`src/rtl/three_level_persistent_alarm_assert.svh`:
```
// Assertion macros for the alarm block's top-level RTL file.
`ifndef THREE_LEVEL_PERSISTENT_ALARM_ASSERT_SVH
`define THREE_LEVEL_PERSISTENT_ALARM_ASSERT_SVH

// Same-cycle implication, checked out of reset.
`define TLPA_ASSERT_IMP(name, ante, cons, msg) \
	name: assert property (@(posedge clk) disable iff (!arst_n) (ante) |-> (cons)) \
		else $error(msg);

// Next-cycle implication, checked out of reset.
`define TLPA_ASSERT_NXT(name, ante, cons, msg) \
	name: assert property (@(posedge clk) disable iff (!arst_n) (ante) |=> (cons)) \
		else $error(msg);

`endif

```
`src/rtl/tlpa_ram.sv`:
```
// Generic single-write, single-read RAM with registered read data.
module tlpa_ram #(
	parameter int WIDTH = 8,
	parameter int DEPTH = 64,
	parameter int AW = (DEPTH > 1) ? $clog2(DEPTH) : 1
) (
	input logic clk,
	input logic we,
	input logic [AW-1:0] waddr,
	input logic [WIDTH-1:0] wdata,
	input logic re,
	input logic [AW-1:0] raddr,
	output logic [WIDTH-1:0] rdata
);

	logic [WIDTH-1:0] mem_q [DEPTH];
	logic [WIDTH-1:0] rdata_q;

	always_ff @(posedge clk) begin
		if (we) begin
			mem_q[waddr] <= wdata;
		end
		if (re) begin
			rdata_q <= mem_q[raddr];
		end
	end

	assign rdata = rdata_q;

endmodule

```
`config.mk`:
```
export PLATFORM = sky130hd
export DESIGN_NAME = tlpa_ram
export DESIGN_NICKNAME = d
export VERILOG_FILES = /design/src/rtl/three_level_persistent_alarm_assert.svh /design/src/rtl/tlpa_ram.sv
export SDC_FILE = /design/constraint.sdc
export NUM_CORES = 1
export LEC_CHECK = 0
export ABC_AREA = 1
export BUFFER_PORTS_ARGS = -buffer_cell sky130_fd_sc_hd__buf_2
export CORE_ASPECT_RATIO = 1.75
export CORE_UTILIZATION = 55
export DETAILED_ROUTE_END_ITERATION = 8
export GPL_TIMING_DRIVEN = 0
export PLACE_DENSITY = 0.8
export SLEW_MARGIN = 25
export SYNTH_ARGS = -nofsm -noshare
export SYNTH_HDL_FRONTEND = slang
export SYNTH_SLANG_ARGS = --single-unit
```
`constraint.sdc`:
```
create_clock -name clk -period 3.2 [get_ports clk]
set_input_delay 0.64 -clock clk [delete_from_list [all_inputs] [get_ports clk]]
set_output_delay 0.64 -clock clk [all_outputs]
set_load 0.02 [all_outputs]
```
* After elaboration in Yosys (flattened, before gate mapping)
Memories as Yosys holds them, arrays and structs flattened. A register that Yosys moved wholly into a read port is not among the register bits.
Cells that the tools add are included.
** Storage, ports and cells
- Register bits :: 0
- RAM bits :: 512
- Output and inout bits :: 8
- Memories :: 1
** Cells by class
- Multiplexer cells :: 2
** Memories
- mem_q :: words 64, width 8, read ports 1, clocked after Yosys merged registers in 1, wr ports 1, line tlpa_ram.sv:16 : logic [WIDTH-1:0] mem_q [DEPTH];
** Operators with widths (number)
- 1-bit two-way mux :: 2

* Logic depth before layout (Yosys ltp)
- Depth in word-level cells :: 2
- Depth in mapped cells :: 12

* Worst setup path before layout
Ideal clock, no wire load.
- Path type :: input -> register
- Start point :: input we
- End point :: memory mem_q[48][0], enable pin
- Setup time :: 0.395 ns
- Arrival :: 2.011 ns
- Required time :: 2.805 ns
- Slack :: 0.794 ns
- Stages :: 3
- Buffers on the path :: 1
- Path through :: clkbuf_1 > nand4_1 > nor4_1
** Between the ends
- Longest elaborated chain between the ends :: 2
** RTL lines
- from (decl) :: line tlpa_ram.sv:8 : input logic we,
- 1-bit two-way mux :: line tlpa_ram.sv:20 : if (we) begin
- 1-bit two-way mux (implied by the code) :: line tlpa_ram.sv:21 : mem_q[waddr] <= wdata;
- to (decl) :: line tlpa_ram.sv:16
Every way passes these cells.

* Final worst setup path
- Start point :: input waddr[1]
- End point :: memory mem_q[41][4], enable pin
** RTL lines
- from (decl) :: line tlpa_ram.sv:9 : input logic [AW-1:0] waddr,
Straight into the memory's write port.

==> impl_metrics.py <==
metrics = {
    "status": {
        "outcome": "finished clean",
    },
    "critical_path": {
        "cp.buffers_inverters": 2,
        "path_delay_family": "simple AND/OR/NAND/NOR gates",
        "crit_arrival_ns": 2.86,
        "reg2regPathDepth": 8,
        "crit_slowest_cell": "nor2_1",
        "worstReg2RegEnd": "rdata[0]$_DFFE_PP_",
        "startpoint_type": "input port",
        "critPathCaptureType": "flop",
        "path_class": "input port to flop",
        "critPathRequiredTime_ns": 3.38,
        "cp_max_fo": 9,
        "critPathMaxStageDelay_ns": 1.00,
        "r2r_slack_ns": 1.54,
        "r2r-start": "mem_q[11][0]$_DFFE_PP_",
        "path_cells": "clkbuf_1, inv_1, nand4_1, nor2_1",
    },
    "hold_path": {
        "min_from": "re",
        "hold_path_class": "input port to flop",
        "whs_path_depth": 1,
        "min_to": "rdata[5]$_DFFE_PP_",
    },
    "timing": {
        "final_max_slew_viol_count": 0,
        "grt_setup_unrepaired": "false",
        "post-route-min-period_ns": 2.68,
        "setup_viol": 0,
        "fin_tns_setup_ns": 0,
        "clock_skew_ns": 0.0269,
        "max_freq_mhz": 373,
        "fin_hold_ws_ns": 0.440,
        "slew-limit-headroom_pct": 26.8,
        "hold_viol": 0,
        "timing.final.crit_share_pct": 83.7,
        "worst_pin_slew_ns": 1.09,
    },
    "routing": {
        "first_pass_iters": 5,
        "routed_wl_um": 62500,
        "dr_total_vias": 14800,
        "drc": 0,
        "ant_nets": 0,
        "wl_per_cell_um": 26.0,
        "first_iter_violations": 1799,
        "routed_via_density": 6.17,
    },
    "finish": {
        "finalNetCount": 1902,
        "layout_commonest_cell": "nand2_1",
        "instances_no_fill": 2400,
        "fillers": 2809,
        "regArea_um2": 15600,
        "final_cell_mix": "648 x nand2_1, 520 x edfxtp_1, 439 x nand3_1",
        "area_growth_pct": 10.9,
        "drive_gt1_share_pct": 10.4,
        "multi_input_area_um2": 5000,
    },
    "place": {
        "gp_congestion": 0.986,
        "place_hpwl_um": 42500,
        "portBuffers": 22,
        "dp_cells": 2320,
    },
    "synthesis": {
        "syn_avg_cell_area_um2": 11.9,
        "ys_types": 15,
        "synth-seq-area-share_pct": 72.9,
        "syn_nets": 1828,
        "ys_warn_count": 0,
        "yosys.area.top_type": "edfxtp_1",
        "ys_top_cells_by_area": "edfxtp_1 73%, nand2_1 11%, nand3_1 10%",
        "synth_seq_cells": 520,
        "netlist_instances": 1805,
        "synth_top_area_share_pct": 72.9,
        "synthesis.area_um2": 21400,
    },
    "global_routing": {
        "overflow": 0,
        "grt_pass1_vias": 14500,
        "antenna_found_initial": 3,
        "grt_pass1_wl_um": 89600,
        "grt_usage_pct": 32.3,
        "grt_max_degree": 65,
    },
    "clocking": {
        "postCtsSetupBuffers": 0,
        "clk_pin_slew_ns": 0.07,
        "cts_hold_buf": 0,
        "cts_max_level": 2,
        "cts_buffers": 42,
        "clk_latency_ns": 0.58,
        "clock-sinks": 520,
        "cts_tree": "done",
        "cts_buffer_depth": 3,
        "cts_resized": 0,
        "cts_root_buf": "clkbuf_16",
    },
    "floorplan": {
        "die_h_um": 263,
        "row_count": 95,
        "ioPinCount": 31,
        "die_area_um2": 39800,
        "fp.coreArea_um2": 38400,
        "start_util_pct": 55.8,
        "fp.dieW_um": 151,
    },
    "pwr": {
        "power.share.clock_pct": 39.5,
        "power_frac_seq_pct": 53.3,
        "power.density_nw_per_um2": 598,
        "swShare_pct": 22.8,
        "pwr-share-comb_pct": 7.2,
        "ir_worst_vdd_uv": 500,
        "power_report.internal_total_mw": 11.0,
        "leakage_nw": 8.59,
        "p_sw_mw": 3.24,
    },
    "flow_run": {
        "drv_cap": 0,
    },
}
[cell usage after synthesis]
library cell and count:
inv_2 1, inv_1 10, nand4_1 9, buf_2 37, edfxtp_1 520, buf_4 14, inv_6 1, nor2_1 56
buf_6 35, buf_8 2, nand3_1 439, nand2_1 648, buf_1 10, clkbuf_1 15, nor4_1 8
[power by group through the flow]
stage | logic [mW] | registers (mW) | clock network, mW
2_1_floorplan | 0.530 | 7.72 | 0
3_5_place_dp | 0.986 | 7.71 | 0
4_1_cts | 0.991 | 7.56 | 5.60
6_report | 1.02 | 7.56 | 5.61
3_3_place_gp | 0.959 | 7.71 | 0
5_1_grt | 1.07 | 7.56 | 5.82
[per-stage QoR]
step                      util, %  worst slack, ns  total power, mW  cell area (um^2)
after floorplan                 -            0.794             8.25             21400
after global placement       57.7           -0.181             8.67             22100
after global routing         61.9            0.454             14.5             23700
after detailed placement     57.9            0.129             8.70             22200
after CTS                    61.9            0.684             14.1             23700
final                        61.9            0.522             14.2             23800
[state kept, by name, summed over array words and instances (netlist names)]
| register | count |
|---|---|
| rdata | 8 |
| mem_q | 512 |
[final cells by class]
cell class / count / area share (%)
antenna: 2 / 0.0211
sequential: 520 / 65.7
inverter: 12 / 0.211
clock inverter: 31 / 1.72
multi-input combinational: 1160 / 21.0
tap: 485 / 2.55
timing repair buffer: 30 / 0.716
clock buffer: 47 / 4.59
buffer: 113 / 3.40
[routing by layer]
metal  global-route usage, %  vias up  wire (um)
met2                    54.5      902      31300
met5                       0        -         12
met1                    34.1     7099      19800
li1                        -     6502          -
met3                    5.39      296       4820
met4                    28.5        2       6620
[cell families after synthesis]
group                  Yosys count  synth area share, %
AND/OR/NAND/NOR               1160                 23.1
flip-flops                     520                 72.9
buffers and inverters          125                 4.01
[how the worst max path moves through the flow]
stage / depth (start not counted) / to / slack [ns] / startpoint
6_report: 4 / mem_q[41][4]$_DFFE_PP_ / 0.52 / waddr[1]
5_1_grt: 4 / mem_q[1][1]$_DFFE_PP_ / 0.45 / waddr[1]
4_1_cts: 4 / mem_q[2][0]$_DFFE_PP_ / 0.68 / waddr[0]
3_5_place_dp: 4 / mem_q[2][4]$_DFFE_PP_ / 0.13 / waddr[0]
3_3_place_gp: 3 / mem_q[52][4]$_DFFE_PP_ / -0.18 / we
2_1_floorplan: 3 / mem_q[48][0]$_DFFE_PP_ / 0.79 / we
Power figures use the tool's default switching activity.
