`config.mk`:
```
export PLATFORM = sky130hd
export DESIGN_NAME = tlpa_update
export DESIGN_NICKNAME = d
export VERILOG_FILES = /design/src/rtl/three_level_persistent_alarm_assert.svh /design/src/rtl/tlpa_pkg.sv /design/src/rtl/tlpa_update.sv
export SDC_FILE = /design/constraint.sdc
export NUM_CORES = 1
export LEC_CHECK = 0
export ABC_AREA = 0
export BUFFER_PORTS_ARGS = -buffer_cell sky130_fd_sc_hd__buf_2
export CAP_MARGIN = 20
export CORE_AREA = 2 2 171 173
export DETAILED_ROUTE_END_ITERATION = 10
export DIE_AREA = 0 0 173 175
export GPL_TIMING_DRIVEN = 0
export PLACE_DENSITY = 0.63
export REMOVE_ABC_BUFFERS = 1
export SETUP_SLACK_MARGIN = 0.5
export SLEW_MARGIN = 20
export SYNTH_ARGS = -nofsm -noshare
export SYNTH_HDL_FRONTEND = slang
export SYNTH_SLANG_ARGS = --single-unit
```
`constraint.sdc`:
```
create_clock -name vclk -period 6.7
set_input_delay 1.34 -clock vclk [all_inputs]
set_output_delay 1.34 -clock vclk [all_outputs]
set_load 0.1 [all_outputs]
```
`src/rtl/three_level_persistent_alarm_assert.svh`:
```
// Assertion macros for the alarm block's top-level RTL file.
`ifndef THREE_LEVEL_PERSISTENT_ALARM_ASSERT_SVH
`define THREE_LEVEL_PERSISTENT_ALARM_ASSERT_SVH

// Same-cycle implication, checked out of reset.
`define TLPA_ASSERT_IMP(name, ante, cons, msg) \
	name: assert property (@(posedge clk) disable iff (!arst_n) (ante) |-> (cons)) \
		else $error(msg);

// Next-cycle implication, checked out of reset.
`define TLPA_ASSERT_NXT(name, ante, cons, msg) \
	name: assert property (@(posedge clk) disable iff (!arst_n) (ante) |=> (cons)) \
		else $error(msg);

`endif

```
`src/rtl/tlpa_pkg.sv`:
```
// Types, codes and compare helper for the three-level persistent alarm.
package tlpa_pkg;

	localparam int LEVELS = 3;
	localparam int CFG_IDX_W = 3;
	localparam int CFG_DATA_W = 32;

	// Configuration register indexes.
	localparam logic [CFG_IDX_W-1:0] CFG_RELATION_CODES = 3'd0;
	localparam logic [CFG_IDX_W-1:0] CFG_SERIOUS_THRESHOLD = 3'd1;
	localparam logic [CFG_IDX_W-1:0] CFG_COMMON_THRESHOLD = 3'd2;
	localparam logic [CFG_IDX_W-1:0] CFG_WARN_THRESHOLD = 3'd3;
	localparam logic [CFG_IDX_W-1:0] CFG_SERIOUS_HOLD = 3'd4;
	localparam logic [CFG_IDX_W-1:0] CFG_COMMON_HOLD = 3'd5;
	localparam logic [CFG_IDX_W-1:0] CFG_WARN_HOLD = 3'd6;

	// Relation codes; the remaining codes always match.
	localparam logic [2:0] REL_GT = 3'd0;
	localparam logic [2:0] REL_LT = 3'd1;
	localparam logic [2:0] REL_EQ = 3'd2;
	localparam logic [2:0] REL_GE = 3'd3;
	localparam logic [2:0] REL_LE = 3'd4;
	localparam logic [2:0] REL_NE = 3'd5;

	// Raised level codes.
	localparam logic [1:0] LVL_NONE = 2'd0;
	localparam logic [1:0] LVL_SERIOUS = 2'd1;
	localparam logic [1:0] LVL_COMMON = 2'd2;
	localparam logic [1:0] LVL_WARN = 2'd3;

	typedef enum logic [1:0] {
		ST_CLEAR,
		ST_IDLE,
		ST_BUSY
	} state_t;

	typedef struct packed {
		logic [5:0] node_index;
		logic signed [31:0] sample_value;
		logic [31:0] now_secs;
	} in_item_t;

	typedef struct packed {
		logic [1:0] raised_level;
		logic [2:0] cancel_mask;
		logic [2:0] active_mask;
	} out_item_t;

	// Index 0 is serious, 1 common, 2 warn.
	typedef struct packed {
		logic [8:0] relation_codes;
		logic [LEVELS-1:0][31:0] threshold;
		logic [LEVELS-1:0][15:0] hold_secs;
	} cfg_t;

	// One memory entry per node.
	typedef struct packed {
		logic [LEVELS-1:0] running;
		logic [LEVELS-1:0] active;
		logic [LEVELS-1:0][31:0] start_time;
	} entry_t;

	function automatic logic rel_match(input logic [2:0] code, input logic [31:0] a,
		input logic [31:0] b);
		logic gt;
		logic eq;
		logic res;
		gt = $signed(a) > $signed(b);
		eq = a == b;
		unique case (code)
			REL_GT: res = gt;
			REL_LT: res = !gt && !eq;
			REL_EQ: res = eq;
			REL_GE: res = gt || eq;
			REL_LE: res = !gt;
			REL_NE: res = !eq;
			default: res = 1'b1;
		endcase
		return res;
	endfunction

endpackage

```
`src/rtl/tlpa_update.sv`:
```
// Per-sample level evaluation: turns a node entry and a sample into the new entry and result.
module tlpa_update (
	input tlpa_pkg::cfg_t cfg,
	input tlpa_pkg::in_item_t item,
	input logic in_range,
	input tlpa_pkg::entry_t cur,
	output tlpa_pkg::entry_t nxt,
	output tlpa_pkg::out_item_t res
);

	localparam int L = tlpa_pkg::LEVELS;

	logic [L-1:0] match;
	logic [L-1:0] held;
	logic [L-1:0] run;
	logic [L-1:0] act;
	logic [L-1:0] cancel;
	logic [L-1:0][31:0] start;
	logic [1:0] raised;
	logic done;

	always_comb begin
		for (int l = 0; l < L; l++) begin
			match[l] = tlpa_pkg::rel_match(cfg.relation_codes[3*l +: 3], item.sample_value,
				cfg.threshold[l]);
			held[l] = (item.now_secs - cur.start_time[l]) >= {16'd0, cfg.hold_secs[l]};
		end
	end

	// Levels are walked in priority order; the first matching level ends the walk.
	always_comb begin
		run = cur.running;
		act = cur.active;
		start = cur.start_time;
		cancel = '0;
		raised = tlpa_pkg::LVL_NONE;
		done = 1'b0;
		for (int l = 0; l < L; l++) begin
			if (!done) begin
				if (match[l]) begin
					for (int m = l + 1; m < L; m++) begin
						if (!act[l] && !run[m]) begin
							start[m] = item.now_secs;
							run[m] = 1'b1;
						end
					end
					if (!run[l]) begin
						start[l] = item.now_secs;
						run[l] = 1'b1;
					end else if (held[l] && !act[l]) begin
						for (int m = 0; m < L; m++) begin
							if (m != l && act[m]) begin
								cancel[m] = 1'b1;
								act[m] = 1'b0;
								run[m] = 1'b0;
							end
						end
						raised = 2'(l + 1);
						act[l] = 1'b1;
						run = run & (L'(1) << l);
					end
					done = 1'b1;
				end else begin
					run[l] = 1'b0;
					if (act[l]) begin
						cancel[l] = 1'b1;
						act[l] = 1'b0;
					end
				end
			end
		end
	end

	always_comb begin
		nxt.running = run;
		nxt.active = act;
		nxt.start_time = start;
		if (in_range) begin
			res.raised_level = raised;
			res.cancel_mask = cancel;
			res.active_mask = act;
		end else begin
			res = '0;
		end
	end

endmodule

```
======== Word level (Yosys, flattened, before mapping) ========
Index checks and enable logic that the tools add are counted.
word-level totals
  bits in registers ....................... 0
  latch bits .............................. 0
  bits in writable memories ............... 0
  bits in read-only memories .............. 0
  input port bits ......................... 326
  output and inout bits ................... 110
  word-level logic and storage cells ...... 147
  memories ................................ 0
cells by class
  $add $sub $neg .......................... 3
  multiply operators ...................... 0
  divide/modulo/power cells ............... 0
  $lt $le $gt $ge ......................... 6
  eq/ne operators ......................... 18
  shift-type cells ........................ 0
  multiplexer cells ....................... 93
  bitwise gates (word level) .............. 0
  reduce and logical (&&, ||, !) cells .... 27
operators with widths
  kind                count
  $mux 32             8
  $mux 64             2
  $eq 32x32->1        3
  $ge 32x16->1        3
  $gt 32x32->1        3
  $mux 96             1
  $sub 32x32->32      3
  $mux 1              43
  $mux 2              21
  $mux 3              14
  $eq 3x2->1 const B  6
  $eq 3x3->1 const B  6
  $pmux 1 s6          3
  $logic_not 1->1     12
  $eq 3x1->1 const B  3
  $logic_and 1x1->1   9
  $logic_not 3->1     3
  $mux 8              1
  $logic_or 1x1->1    3

======== Logic depth before layout (Yosys ltp) ========
Gate-level depths: netlist of the first run.
  word-level depth ........................ 19
  mapped depth ............................ 22
  depth with buffers taken out ............ 22

======== Worst setup path after synthesis of the first run ========
OpenSTA, ideal clock, no wires.
  path type ............................... in2out
  from .................................... in item[0] (netlist name)
  to ...................................... out res[1] (netlist name)
  arrival time ............................ 6.583 ns
  data required time ...................... 5.360 ns
  slack ................................... -1.223 ns
  cell stages on the path ................. 19
  buffers on the path ..................... 0
  cell sequence ........................... inv_1 ha_1 fa_1 nand2b_1 a21oi_2 o211ai_1 nand2_1 xor2_1 ha_1 nor2b_1 o21ai_0 o311a_1 o2111ai_1 nor2_1 nand4_1 o41ai_2 o31ai_1 a21oi_1 and2_1
RTL lines
  element      line              source
  from (decl)  tlpa_update.sv:4  input tlpa_pkg::in_item_t item,
  to (decl)    tlpa_update.sv:8  output tlpa_pkg::out_item_t res

==> summary.txt, run 1 <==
Synthesis
  – Syn Inst Count: 1,639
  – Post-synthesis area per instance: 6.85 µm²
  – Cell Area, Synth: 0.0112 mm²
  – Synthesis warning total: 0
  – Seq/Total Area, Yosys: 0%
  – Post-synth cell types: 86

STA
  – Fmax achieved: 0.146 GHz
  – # setup viols final: 6
  – Final min period: 6840 ps
  – Period utilization: 102%
  – Post-route setup slack: -139 ps
  – Hold_ws: 3120 ps
  – Final slew viol count: 0
  – RSZ-0062 raised after global routing: yes
  – Setup total negative slack: -586 ps
  – Max-slew headroom: 54.5%
  – Fin. Hold Viols: 0
  – Worst-margin pin slew: 666 ps

Die
  – Cell Rows: 62
  – IO Count: 436
  – Core area: 0.0284 mm²
  – Chip width: 173 µm
  – Die ar.: 0.0303 mm²
  – DIE HEIGHT: 175 µm
  – Initial Util: 39.6%

Layout
  – Nets: 2,650
  – # fillers: 2,797
  – P&R area growth vs syn: 36.4%
  – Most common cell after layout, fill and taps aside: buf_2
  – Share of cells above drive strength 1: 30.2%
  – Sequential cell area: 0 µm²
  – FFs & Latches: 0
  – Post-route cell area: 0.0153 mm²
  – Clkbuf count: 0
  – Most frequent cells in the layout: 386 x buf_2, 258 x inv_1, 211 x ha_1, 143 x a21oi_1, 137 x nand2_1

Placement
  – Post-DP HPWL: 36,900 µm
  – PortBufs: 430
  – Dpl cell area: 0.0137 mm²
  – Final Wtd Congestion: 0.958

Min path
  – WHS Path Cells: 4
  – HP Class: in -> out

Flow run
  – Max Cap Viol: 0

Power
  – Reg power frac: 0%
  – Pwr Density: 131 mW/mm²
  – Leak: 8.00 nW
  – Sw frac: 66.2%
  – Clock power frac: 0%
  – Maximum VDD drop: 0.000109 V
  – Int Power: 0.680 mW
  – P_sw: 1.33 mW
  – Share of total power in combinational logic: 100.0%

Worst setup path
  – Critical path arrival: 5500 ps
  – Crit Path Class: in -> out
  – Crit path max-delay cell type: fa_2
  – Startpoint type of the worst setup path: primary input
  – Worst path buffer plus inverter count: 5
  – CP Cell Sequence: buf_12 -> inv_8 -> ha_4 -> inv_2 -> fa_2 -> a21o_1 -> a221oi_4 -> buf_4 -> nor3_2 -> or2_4 -> xor2_1 -> ha_1 -> nor2b_4 -> o21ai_2 -> o21ai_1 -> a211oi_2 -> o2111a_1 -> nor4b_4 -> nand4_1 -> o311ai_2 -> nand2b_4 -> a41o_1 -> buf_12
  – Max stage delay on crit path: 350 ps
  – CP dominant cell by count: buf_12
  – Family with the most delay on the worst path: compound AO/OA/AOI/OAI gates
  – Crit path depth: 23
  – CP max FO: 4
  – Critical path capture point type: primary output
  – Required time of the worst setup path: 5360 ps

GRT
  – GRT Overall Usage: 27.0%
  – Largest net degree at the start of global routing: 46
  – Initial antenna violation count: 8
  – Total gr overflow: 0
  – First-pass GRT wire length: 67,500 µm
  – Vias in the first global route: 13,300

Outcome
  – Violated checks: negative setup slack
  – Status: finished, violations left

Routing
  – Drt total wl: 44,600 µm
  – Drt wl/cell: 18.0 µm
  – Routed Antenna Nets: 0
  – Pre-antenna DRT Iters: 5
  – Vias per cell: 5.64
  – DR iter-0 viols: 812
  – Total vias in the final route: 13,900
  – DRC Markers: 0
==> repair_timing <==
| item | CTS | global route |
|---|---|---|
| pin swaps | 49 | 37 |
| endpoints found under the setup margin | 76 | 49 |
| resized for setup | 164 | 98 |
| gates cloned | 0 | 2 |
| setup buffers | 27 | 27 |
| hold buffers | 0 | 0 |
==> final cells by class <==
type	count	area, µm²	area share (%)
multi-input combinational	1329	10800	70.5
timing repair buffer	489	3030	19.7
inverter	264	1000	6.55
tap	384	480	3.14
antenna	5	12.5	0.0817
==> synthesized netlist by cell type (5+ instances only) <==
library cell	instances	share of area, %
and3_1	11	0.61
and2_1	13	0.72
mux2_2	8	0.80
o2111ai_1	9	0.70
a31o_2	5	0.39
mux2_1	58	5.8
a31oi_1	20	1.1
o21bai_1	15	1.0
o21a_1	20	1.3
nor2b_1	19	1.1
nand2_1	138	4.6
nand4_1	59	3.3
nand2b_1	18	1.0
o21ai_1	6	0.27
o211ai_1	16	1.1
a221o_1	6	0.53
o22ai_1	5	0.28
o31ai_1	9	0.60
nor2_1	77	2.6
xnor2_1	44	3.4
a311oi_1	5	0.39
a2111oi_0	5	0.39
nor3b_1	6	0.40
a211oi_1	12	0.80
mux2i_1	11	0.98
or3_1	7	0.39
a21o_1	44	2.9
buf_2	5	0.22
nor3_1	33	1.5
nor4_1	11	0.61
o31a_1	5	0.39
a21oi_1	155	6.9
inv_1	263	8.8
nand3_1	36	1.6
and4_1	6	0.47
ha_1	237	26
xor2_1	25	1.9
o21ai_0	85	3.8
buf_4	8	0.53
o211a_1	7	0.62
a211o_1	9	0.70
clkbuf_1	32	1.1
==> metal layers <==
layer	wire [µm]	vias to the layer above	track usage [%]
met3	2470	88	1.94
met1	18800	6504	33.8
li1	-	6850	-
met4	1410	2	7.73
met5	11	-	0
met2	21900	499	49.6
==> metrics by stage <==
| step | utilization (%) | instances | total power [mW] | worst slack [ps] |
|---|---|---|---|---|
| 2_1_floorplan | - | 1593 | 1.36 | -1230 |
| 3_3_place_gp | 48.1 | 2407 | 1.76 | -1210 |
| 3_5_place_dp | 48.4 | 2410 | 1.79 | -845 |
| 4_1_cts | 51.5 | 2437 | 1.91 | -92.6 |
| 5_1_grt | 54.0 | 2471 | 2.16 | -315 |
| 6_report | 54.0 | 2471 | 2.01 | -139 |
==> kinds of logic (layout without fill, tap and decap cells) <==
| family | after synthesis | in the layout | synth area share [%] |
|---|---|---|---|
| AND/OR/NAND/NOR | 452 | 452 | 20.2 |
| other | 0 | 5 | 0 |
| XOR/XNOR | 69 | 69 | 5.38 |
| adder cells (fa/ha/maj) | 240 | 240 | 26.9 |
| AO/OA/AOI/OAI | 490 | 490 | 29.0 |
| buffers and inverters | 310 | 753 | 10.8 |
| multiplexers | 78 | 78 | 7.80 |
==> power by group through the flow <==
stage / Combinational, mW / Clock [mW] / Sequential, mW
final: 2.01 / 0.000000100 / 0
after global routing: 2.16 / 0.0000000999 / 0
after CTS: 1.91 / 0 / 0
after detailed placement: 1.79 / 0 / 0
after global placement: 1.76 / 0 / 0
after floorplan: 1.36 / 0 / 0
==> worst min-delay path: cells and delay by family <==
family                 cells  cell delay, ps
AOI/OAI and AO/OA          1              50
buffers and inverters      2             290
and+or+nand+nor            1             100
==> final timing paths <==
path / from / to
worst min-delay path: cur[98] / res[5]
worst max-delay path: item[0] / res[2]
Note: power is estimated with default switching activity, not from simulation.
==> inputs of run 2 (changes only) <==
--- a/config.mk
+++ b/config.mk
@@ -5,14 +5,14 @@
 export SDC_FILE = /design/constraint.sdc
 export NUM_CORES = 1
 export LEC_CHECK = 0
-export ABC_AREA = 0
+export ABC_AREA = 1
 export BUFFER_PORTS_ARGS = -buffer_cell sky130_fd_sc_hd__buf_2
 export CAP_MARGIN = 20
-export CORE_AREA = 2 2 171 173
+export CORE_AREA = 2 2 169 171
 export DETAILED_ROUTE_END_ITERATION = 10
-export DIE_AREA = 0 0 173 175
+export DIE_AREA = 0 0 171 173
 export GPL_TIMING_DRIVEN = 0
-export PLACE_DENSITY = 0.63
+export PLACE_DENSITY = 0.68
 export REMOVE_ABC_BUFFERS = 1
 export SETUP_SLACK_MARGIN = 0.5
 export SLEW_MARGIN = 20
==> summary.txt, run 2 <==
Synthesis
  – Synth area leaders: ha_1 24%, nand2_1 20%, inv_1 15%
  – Count leader, synth: nand2_1
  – Synth area leader: ha_1
  – Syn Inst Count: 2,263 (+38%)
  – Post-synthesis area per instance: 5.42 µm² (-21%)
  – Post-synth cell types: 50 (-42%)
  – Synthesis warning total: 0 (unchanged)
  – Share of the synthesized area in the top cell type: 24.2% (-2.2 points)
  – Post-synth top cells: 637 x nand2_1, 492 x inv_1, 237 x ha_1
  – Seq/Total Area, Yosys: 0% (unchanged)
  – Cell Area, Synth: 0.0123 mm² (+9.2%)

Outcome
  – Status: finished clean

Power
  – Maximum VDD drop: 0.000144 V (+32%)
  – Leak: 10.0 nW (+25%)
  – Clock power frac: 0% (unchanged)
  – Reg power frac: 0% (unchanged)
  – Sw frac: 68.6% (+2.4 points)
  – Pwr Density: 146 mW/mm² (+11%)
  – Int Power: 0.782 mW (+15%)
  – Share of total power in combinational logic: 100.0% (about the same)
  – P_sw: 1.71 mW (+28%)

Worst setup path
  – Family with the most delay on the worst path: simple AND/OR/NAND/NOR gates
  – Crit Path Class: in -> out
  – Crit path max-delay cell type: ha_1
  – Critical path capture point type: primary output
  – Max stage delay on crit path: 320 ps (-30 ps)
  – CP max FO: 8 (+4)
  – Required time of the worst setup path: 5360 ps (about the same)
  – Worst path buffer plus inverter count: 4 (-1)
  – Critical path arrival: 5170 ps (-330 ps)
  – Startpoint type of the worst setup path: primary input

GRT
  – GRT Overall Usage: 34.2% (+7.1 points)
  – Largest net degree at the start of global routing: 49 (+6.5%)
  – Total gr overflow: 0 (unchanged)
  – Initial antenna violation count: 15 (+7)
  – Vias in the first global route: 15,700 (+18%)
  – First-pass GRT wire length: 80,200 µm (+19%)

Min path
  – HP Class: in -> out

Routing
  – Vias per cell: 5.27 (-6.6%)
  – M1 WL: 23,200 µm (+23%)
  – DRC Markers: 0 (unchanged)
  – Drt wl/cell: 17.4 µm (-3.7%)
  – DR iter-0 viols: 1,132 (+39%)
  – Met3 wire length: 4070 µm (+65%)
  – Met2 WL post-DR: 24,500 µm (+12%)
  – Total vias in the final route: 16,400 (+18%)
  – Routed Antenna Nets: 0 (unchanged)
  – Max Used Layer: met5
  – Pre-antenna DRT Iters: 8 (+3)
  – Drt total wl: 54,200 µm (+22%)

Layout
  – Final core occ: 61.8% (+7.8 points)
  – Clkbuf count: 0 (unchanged)
  – FFs & Latches: 0 (unchanged)
  – Sequential cell area: 0 µm² (unchanged)
  – P&R area growth vs syn: 39.2%
  – # fillers: 2,791 (-0.21%)
  – Nets: 3,296 (+24%)
  – Most common cell after layout, fill and taps aside: nand2_1
  – Footprint of the multi-input gates: 0.0115 mm² (+6.1%)
  – Most frequent cells in the layout: 596 x nand2_1, 480 x inv_1, 352 x buf_2, 210 x ha_1, 175 x nor2_1
  – Share of cells above drive strength 1: 26.3% (-3.9 points)

STA
  – Final min period: 6510 ps (-326 ps)
  – Period utilization: 97.2% (-4.9 points)
  – Worst-margin pin slew: 538 ps (-128 ps)
  – Fmax achieved: 0.154 GHz (+5.0%)
  – RSZ-0062 raised after global routing: yes
  – Max-slew headroom: 63.2% (+8.8 points)
  – Final slew viol count: 0 (unchanged)
  – # setup viols final: 0 (-6)
  – Post-route setup slack: 187 ps (+326 ps)
  – Hold_ws: 3110 ps (-11.5 ps)
  – Fin. Hold Viols: 0 (unchanged)

Placement
  – Final Wtd Congestion: 0.961 (+0.37%)
  – Worst slack, placed: -628 ps (+217 ps)
  – Post-DP HPWL: 44,000 µm (+19%)
  – PortBufs: 430 (unchanged)

CTS
  – # hold bufs at CTS: 0 (unchanged)

Die
  – Core area: 0.0276 mm² (-2.7%)
  – DIE HEIGHT: 173 µm (-1.1%)
  – Die ar.: 0.0296 mm² (-2.3%)
  – Chip width: 171 µm (-1.2%)
  – Initial Util: 44.4% (+4.8 points)
  – Cell Rows: 61 (-1.6%)
  – IO Count: 436 (unchanged)

Flow run
  – Max Cap Viol: 0 (unchanged)
run 2: stage by stage:
| stage | total power, mW | cells | cell area [µm²] | setup TNS (ps) |
|---|---|---|---|---|
| 4_1_cts | 2.35 | 3090 | 16400 | 0 |
| 5_1_grt | 2.66 | 3118 | 17100 | 0 |
| 6_report | 2.49 | 3119 | 17100 | 0 |
| 3_3_place_gp | 2.03 | 3052 | 14700 | -16920 |
| 3_5_place_dp | 2.06 | 3054 | 14800 | -19640 |
| 2_1_floorplan | 1.57 | 2244 | 12100 | -31230 |
run 2: power groups by stage:
| stage | combinational (mW) | sequential, mW | clock (mW) |
|---|---|---|---|
| floorplan | 1.57 | 0 | 0 |
| global placement | 2.03 | 0 | 0 |
| detailed placement | 2.06 | 0 | 0 |
| CTS | 2.35 | 0 | 0 |
| global route | 2.66 | 0 | 0.000000240 |
| finish | 2.49 | 0 | 0.000000260 |
run 2: layer usage:
layer | global-route usage [%] | vias to the layer above
met5 | 0 | -
met4 | 14.4 | 2
met3 | 4.42 | 132
met2 | 56.2 | 681
met1 | 44.6 | 7449
li1 | - | 8168
run 2: final timing paths:
check	cells past startpoint	end	slack (ps)	startpoint
setup / recovery	26	nxt[71]	190	item[7]
hold / removal	4	nxt[68]	3110	cur[68]
run 2: cell families after synthesis:
logic type / after synthesis / synth area share, %
AOI/OAI and AO/OA: 368 / 17.0
xor gates and xnor gates: 55 / 3.93
adders and majority gates: 240 / 24.7
and+or+nand+nor: 1088 / 38.2
buffers and inverters: 512 / 16.2
run 2: cell type report:
type	count	area share (%)
multi-input combinational	1760	67.2
timing repair buffer	474	18.9
inverter	493	11.0
tap	378	2.77
antenna	13	0.191
timing repair inverter	1	0.0513
run 2: repair_timing:
item	CTS	global route
pin swaps	42	59
gates resized for setup	294	131
endpoints found under the setup margin	65	76
buffers inserted	27	14
gates cloned	9	2
==> inputs of run 3 (changes only) <==
--- a/config.mk
+++ b/config.mk
@@ -6,13 +6,13 @@
 export NUM_CORES = 1
 export LEC_CHECK = 0
 export ABC_AREA = 1
-export BUFFER_PORTS_ARGS = -buffer_cell sky130_fd_sc_hd__buf_2
+export BUFFER_PORTS_ARGS = -buffer_cell sky130_fd_sc_hd__buf_4
 export CAP_MARGIN = 20
-export CORE_AREA = 2 2 169 171
+export CORE_AREA = 5 5 168 170
 export DETAILED_ROUTE_END_ITERATION = 10
-export DIE_AREA = 0 0 171 173
+export DIE_AREA = 0 0 173 175
 export GPL_TIMING_DRIVEN = 0
-export PLACE_DENSITY = 0.68
+export PLACE_DENSITY = 0.71
 export REMOVE_ABC_BUFFERS = 1
 export SETUP_SLACK_MARGIN = 0.5
 export SLEW_MARGIN = 20
==> summary.txt, run 3 (same netlist as run 2, synthesis figures left out) <==
STA
  – Setup total negative slack: 0 ps (unchanged)
  – Final slew viol count: 0 (unchanged)
  – Final min period: 6390 ps (-128 ps)
  – Period utilization: 95.3% (-1.9 points)
  – # setup viols final: 0 (unchanged)
  – RSZ-0062 raised after global routing: yes
  – Fin. Hold Viols: 0 (unchanged)
  – Post-route setup slack: 315 ps (+128 ps)
  – Fmax achieved: 0.157 GHz (+2.0%)
  – Worst-margin pin slew: 805 ps (+268 ps)
  – Max-slew headroom: 45.8% (-17 points)

GRT
  – Initial antenna violation count: 0 (-15)
  – Largest net degree at the start of global routing: 41 (-16%)
  – Vias in the first global route: 16,100 (+2.3%)
  – First-pass GRT wire length: 84,100 µm (+4.8%)
  – Total gr overflow: 0 (unchanged)
  – GRT Overall Usage: 33.8% (-0.36 points)

CTS
  – # hold bufs at CTS: 0 (unchanged)

Worst setup path
  – Critical path arrival: 5050 ps (-120 ps)
  – CP max FO: 8 (unchanged)
  – Critical path capture point type: primary output
  – Crit Path Class: in -> out
  – Startpoint type of the worst setup path: primary input
  – Required time of the worst setup path: 5360 ps (about the same)

Layout
  – P&R area growth vs syn: 53.1%
  – Nets: 3,327 (+0.94%)
  – FFs & Latches: 0 (unchanged)
  – Antenna cells: 0 (-13)
  – Most common cell after layout, fill and taps aside: nand2_1
  – Share of cells above drive strength 1: 30.5% (+4.2 points)
  – Clkbuf count: 0 (unchanged)
  – Sequential cell area: 0 µm² (unchanged)
  – Most frequent cells in the layout: 577 x nand2_1, 464 x inv_1, 445 x buf_4, 188 x ha_1, 169 x nor2_1
  – Final core occ: 70.6% (+8.9 points)

Flow run
  – Max Cap Viol: 0 (unchanged)

Placement
  – Final Wtd Congestion: 0.978 (+1.7%)
  – Post-DP HPWL: 45,600 µm (+3.6%)
  – Worst slack, placed: -407 ps (+221 ps)
  – PortBufs: 430 (unchanged)

Die
  – Cell Rows: 60 (-1.6%)
  – Chip width: 173 µm (+1.2%)
  – Initial Util: 46.1% (+1.8 points)
  – Core area: 0.0266 mm² (-3.8%)
  – Die ar.: 0.0303 mm² (+2.3%)
  – DIE HEIGHT: 175 µm (+1.2%)
  – IO Count: 436 (unchanged)

Routing
  – DRC Markers: 0 (unchanged)
  – Total vias in the final route: 16,800 (+2.2%)
  – Pre-antenna DRT Iters: 6 (-2)
  – DR iter-0 viols: 1,145 (+1.1%)
  – Drt wl/cell: 18.4 µm (+6.0%)
  – Routed Antenna Nets: 0 (unchanged)
  – Vias per cell: 5.42 (+2.9%)
  – Drt total wl: 57,100 µm (+5.4%)

Min path
  – WHS Path Cells: 4 (unchanged)
  – Hold Path End: nxt[71]
  – HP Class: in -> out
  – Worst Hold Launch: item[7]

Power
  – Pwr Density: 143 mW/mm² (-2.2%)
  – Share of total power in combinational logic: 100.0% (about the same)
  – Leak: 10.6 nW (+6.1%)
  – Int Power: 0.911 mW (+16%)
  – Sw frac: 66.0% (-2.6 points)
  – Total chip power: 2.68 mW (+7.6%)
  – P_sw: 1.77 mW (+3.5%)
  – Maximum VDD drop: 0.000142 V (-1.3%)
  – Clock power frac: 0% (unchanged)
  – Reg power frac: 0% (unchanged)

Outcome
  – Status: finished clean
==> run 3: cell types whose count changed in the layout (fill, tap and decap cells not counted), moves of 13 or more <==
| cell | before | now |
|---|---|---|
| diode_2 | 13 | 0 |
| nand2_4 | 13 | 33 |
| buf_4 | 51 | 445 |
| inv_1 | 480 | 464 |
| clkbuf_4 | 23 | 0 |
| ha_4 | 19 | 41 |
| buf_2 | 352 | 0 |
| nand2_1 | 596 | 577 |
| ha_1 | 210 | 188 |
==> run 3: power groups by stage <==
| stage | Combinational [mW] | Sequential (mW) | Clock [mW] |
|---|---|---|---|
| after floorplan | 1.57 | 0 | 0 |
| after global placement | 2.15 | 0 | 0 |
| after detailed placement | 2.18 | 0 | 0 |
| after CTS | 2.49 | 0 | 0 |
| after global routing | 2.85 | 0 | 0 |
| final | 2.68 | 0 | 0 |
==> run 3: worst max-delay path, stage by stage <==
cell      delay, ps
buf_8            90
clkinv_8         60
ha_4            180
fa_2            450
inv_2           100
nand2_1          60
nand3_2         100
nand2_2          70
nand2_2          70
xor2_1          170
ha_1            260
nand2_2          80
nor2_1           60
a211oi_2        170
nand3_2         130
nor2_2          100
nand3_2         110
nor2_4          120
a21oi_4         100
nand2_4         130
nand2_4          80
nand2_4          90
nand2_8          70
nand2_8         210
nand2_8         160
o21ai_4         230
buf_12          200
==> run 3: how the worst max path moves through the flow <==
stage,start,endpoint,slack (ps),depth (start not counted)
2_1_floorplan,cfg[79],nxt[0],-940,16
3_3_place_gp,item[0],nxt[74],-370,29
3_5_place_dp,item[0],nxt[74],-410,29
4_1_cts,item[0],nxt[74],290,29
5_1_grt,cur[65],res[2],200,27
6_report,item[0],nxt[74],310,27
==> run 3: through the flow <==
stage          cells  area (µm²)  hold WS (ps)
6_report        3100       18800          3110
5_1_grt         3100       18800          3120
4_1_cts         3077       17700          3090
3_5_place_dp    3017       15800          3130
3_3_place_gp    3015       15800          3120
2_1_floorplan   2244       12100          3020
==> run 3: area by class of cell <==
class	instances	area, µm²
timing repair buffer	505	4400
timing repair inverter	1	6.26
multi-input combinational	1760	12000
inverter	493	1890
fill	2267	7800
tap	341	427
==> run 3: what timing repair did <==
action / in CTS / in global routing
gates resized for setup: 306 / 185
cloned: 10 / 0
setup buffers: 50 / 23
pin swaps: 102 / 118
endpoints found under the setup margin: 61 / 75
hold endpoints to repair: 0 / 0
==> run 3: layer usage <==
layer	part of all wire (%)	routed length (µm)	global-route usage [%]
met1	41	23200	43.2
met2	48	27500	60.2
met3	7.7	4410	4.13
met4	3.6	2030	9.15
met5	0	0	0
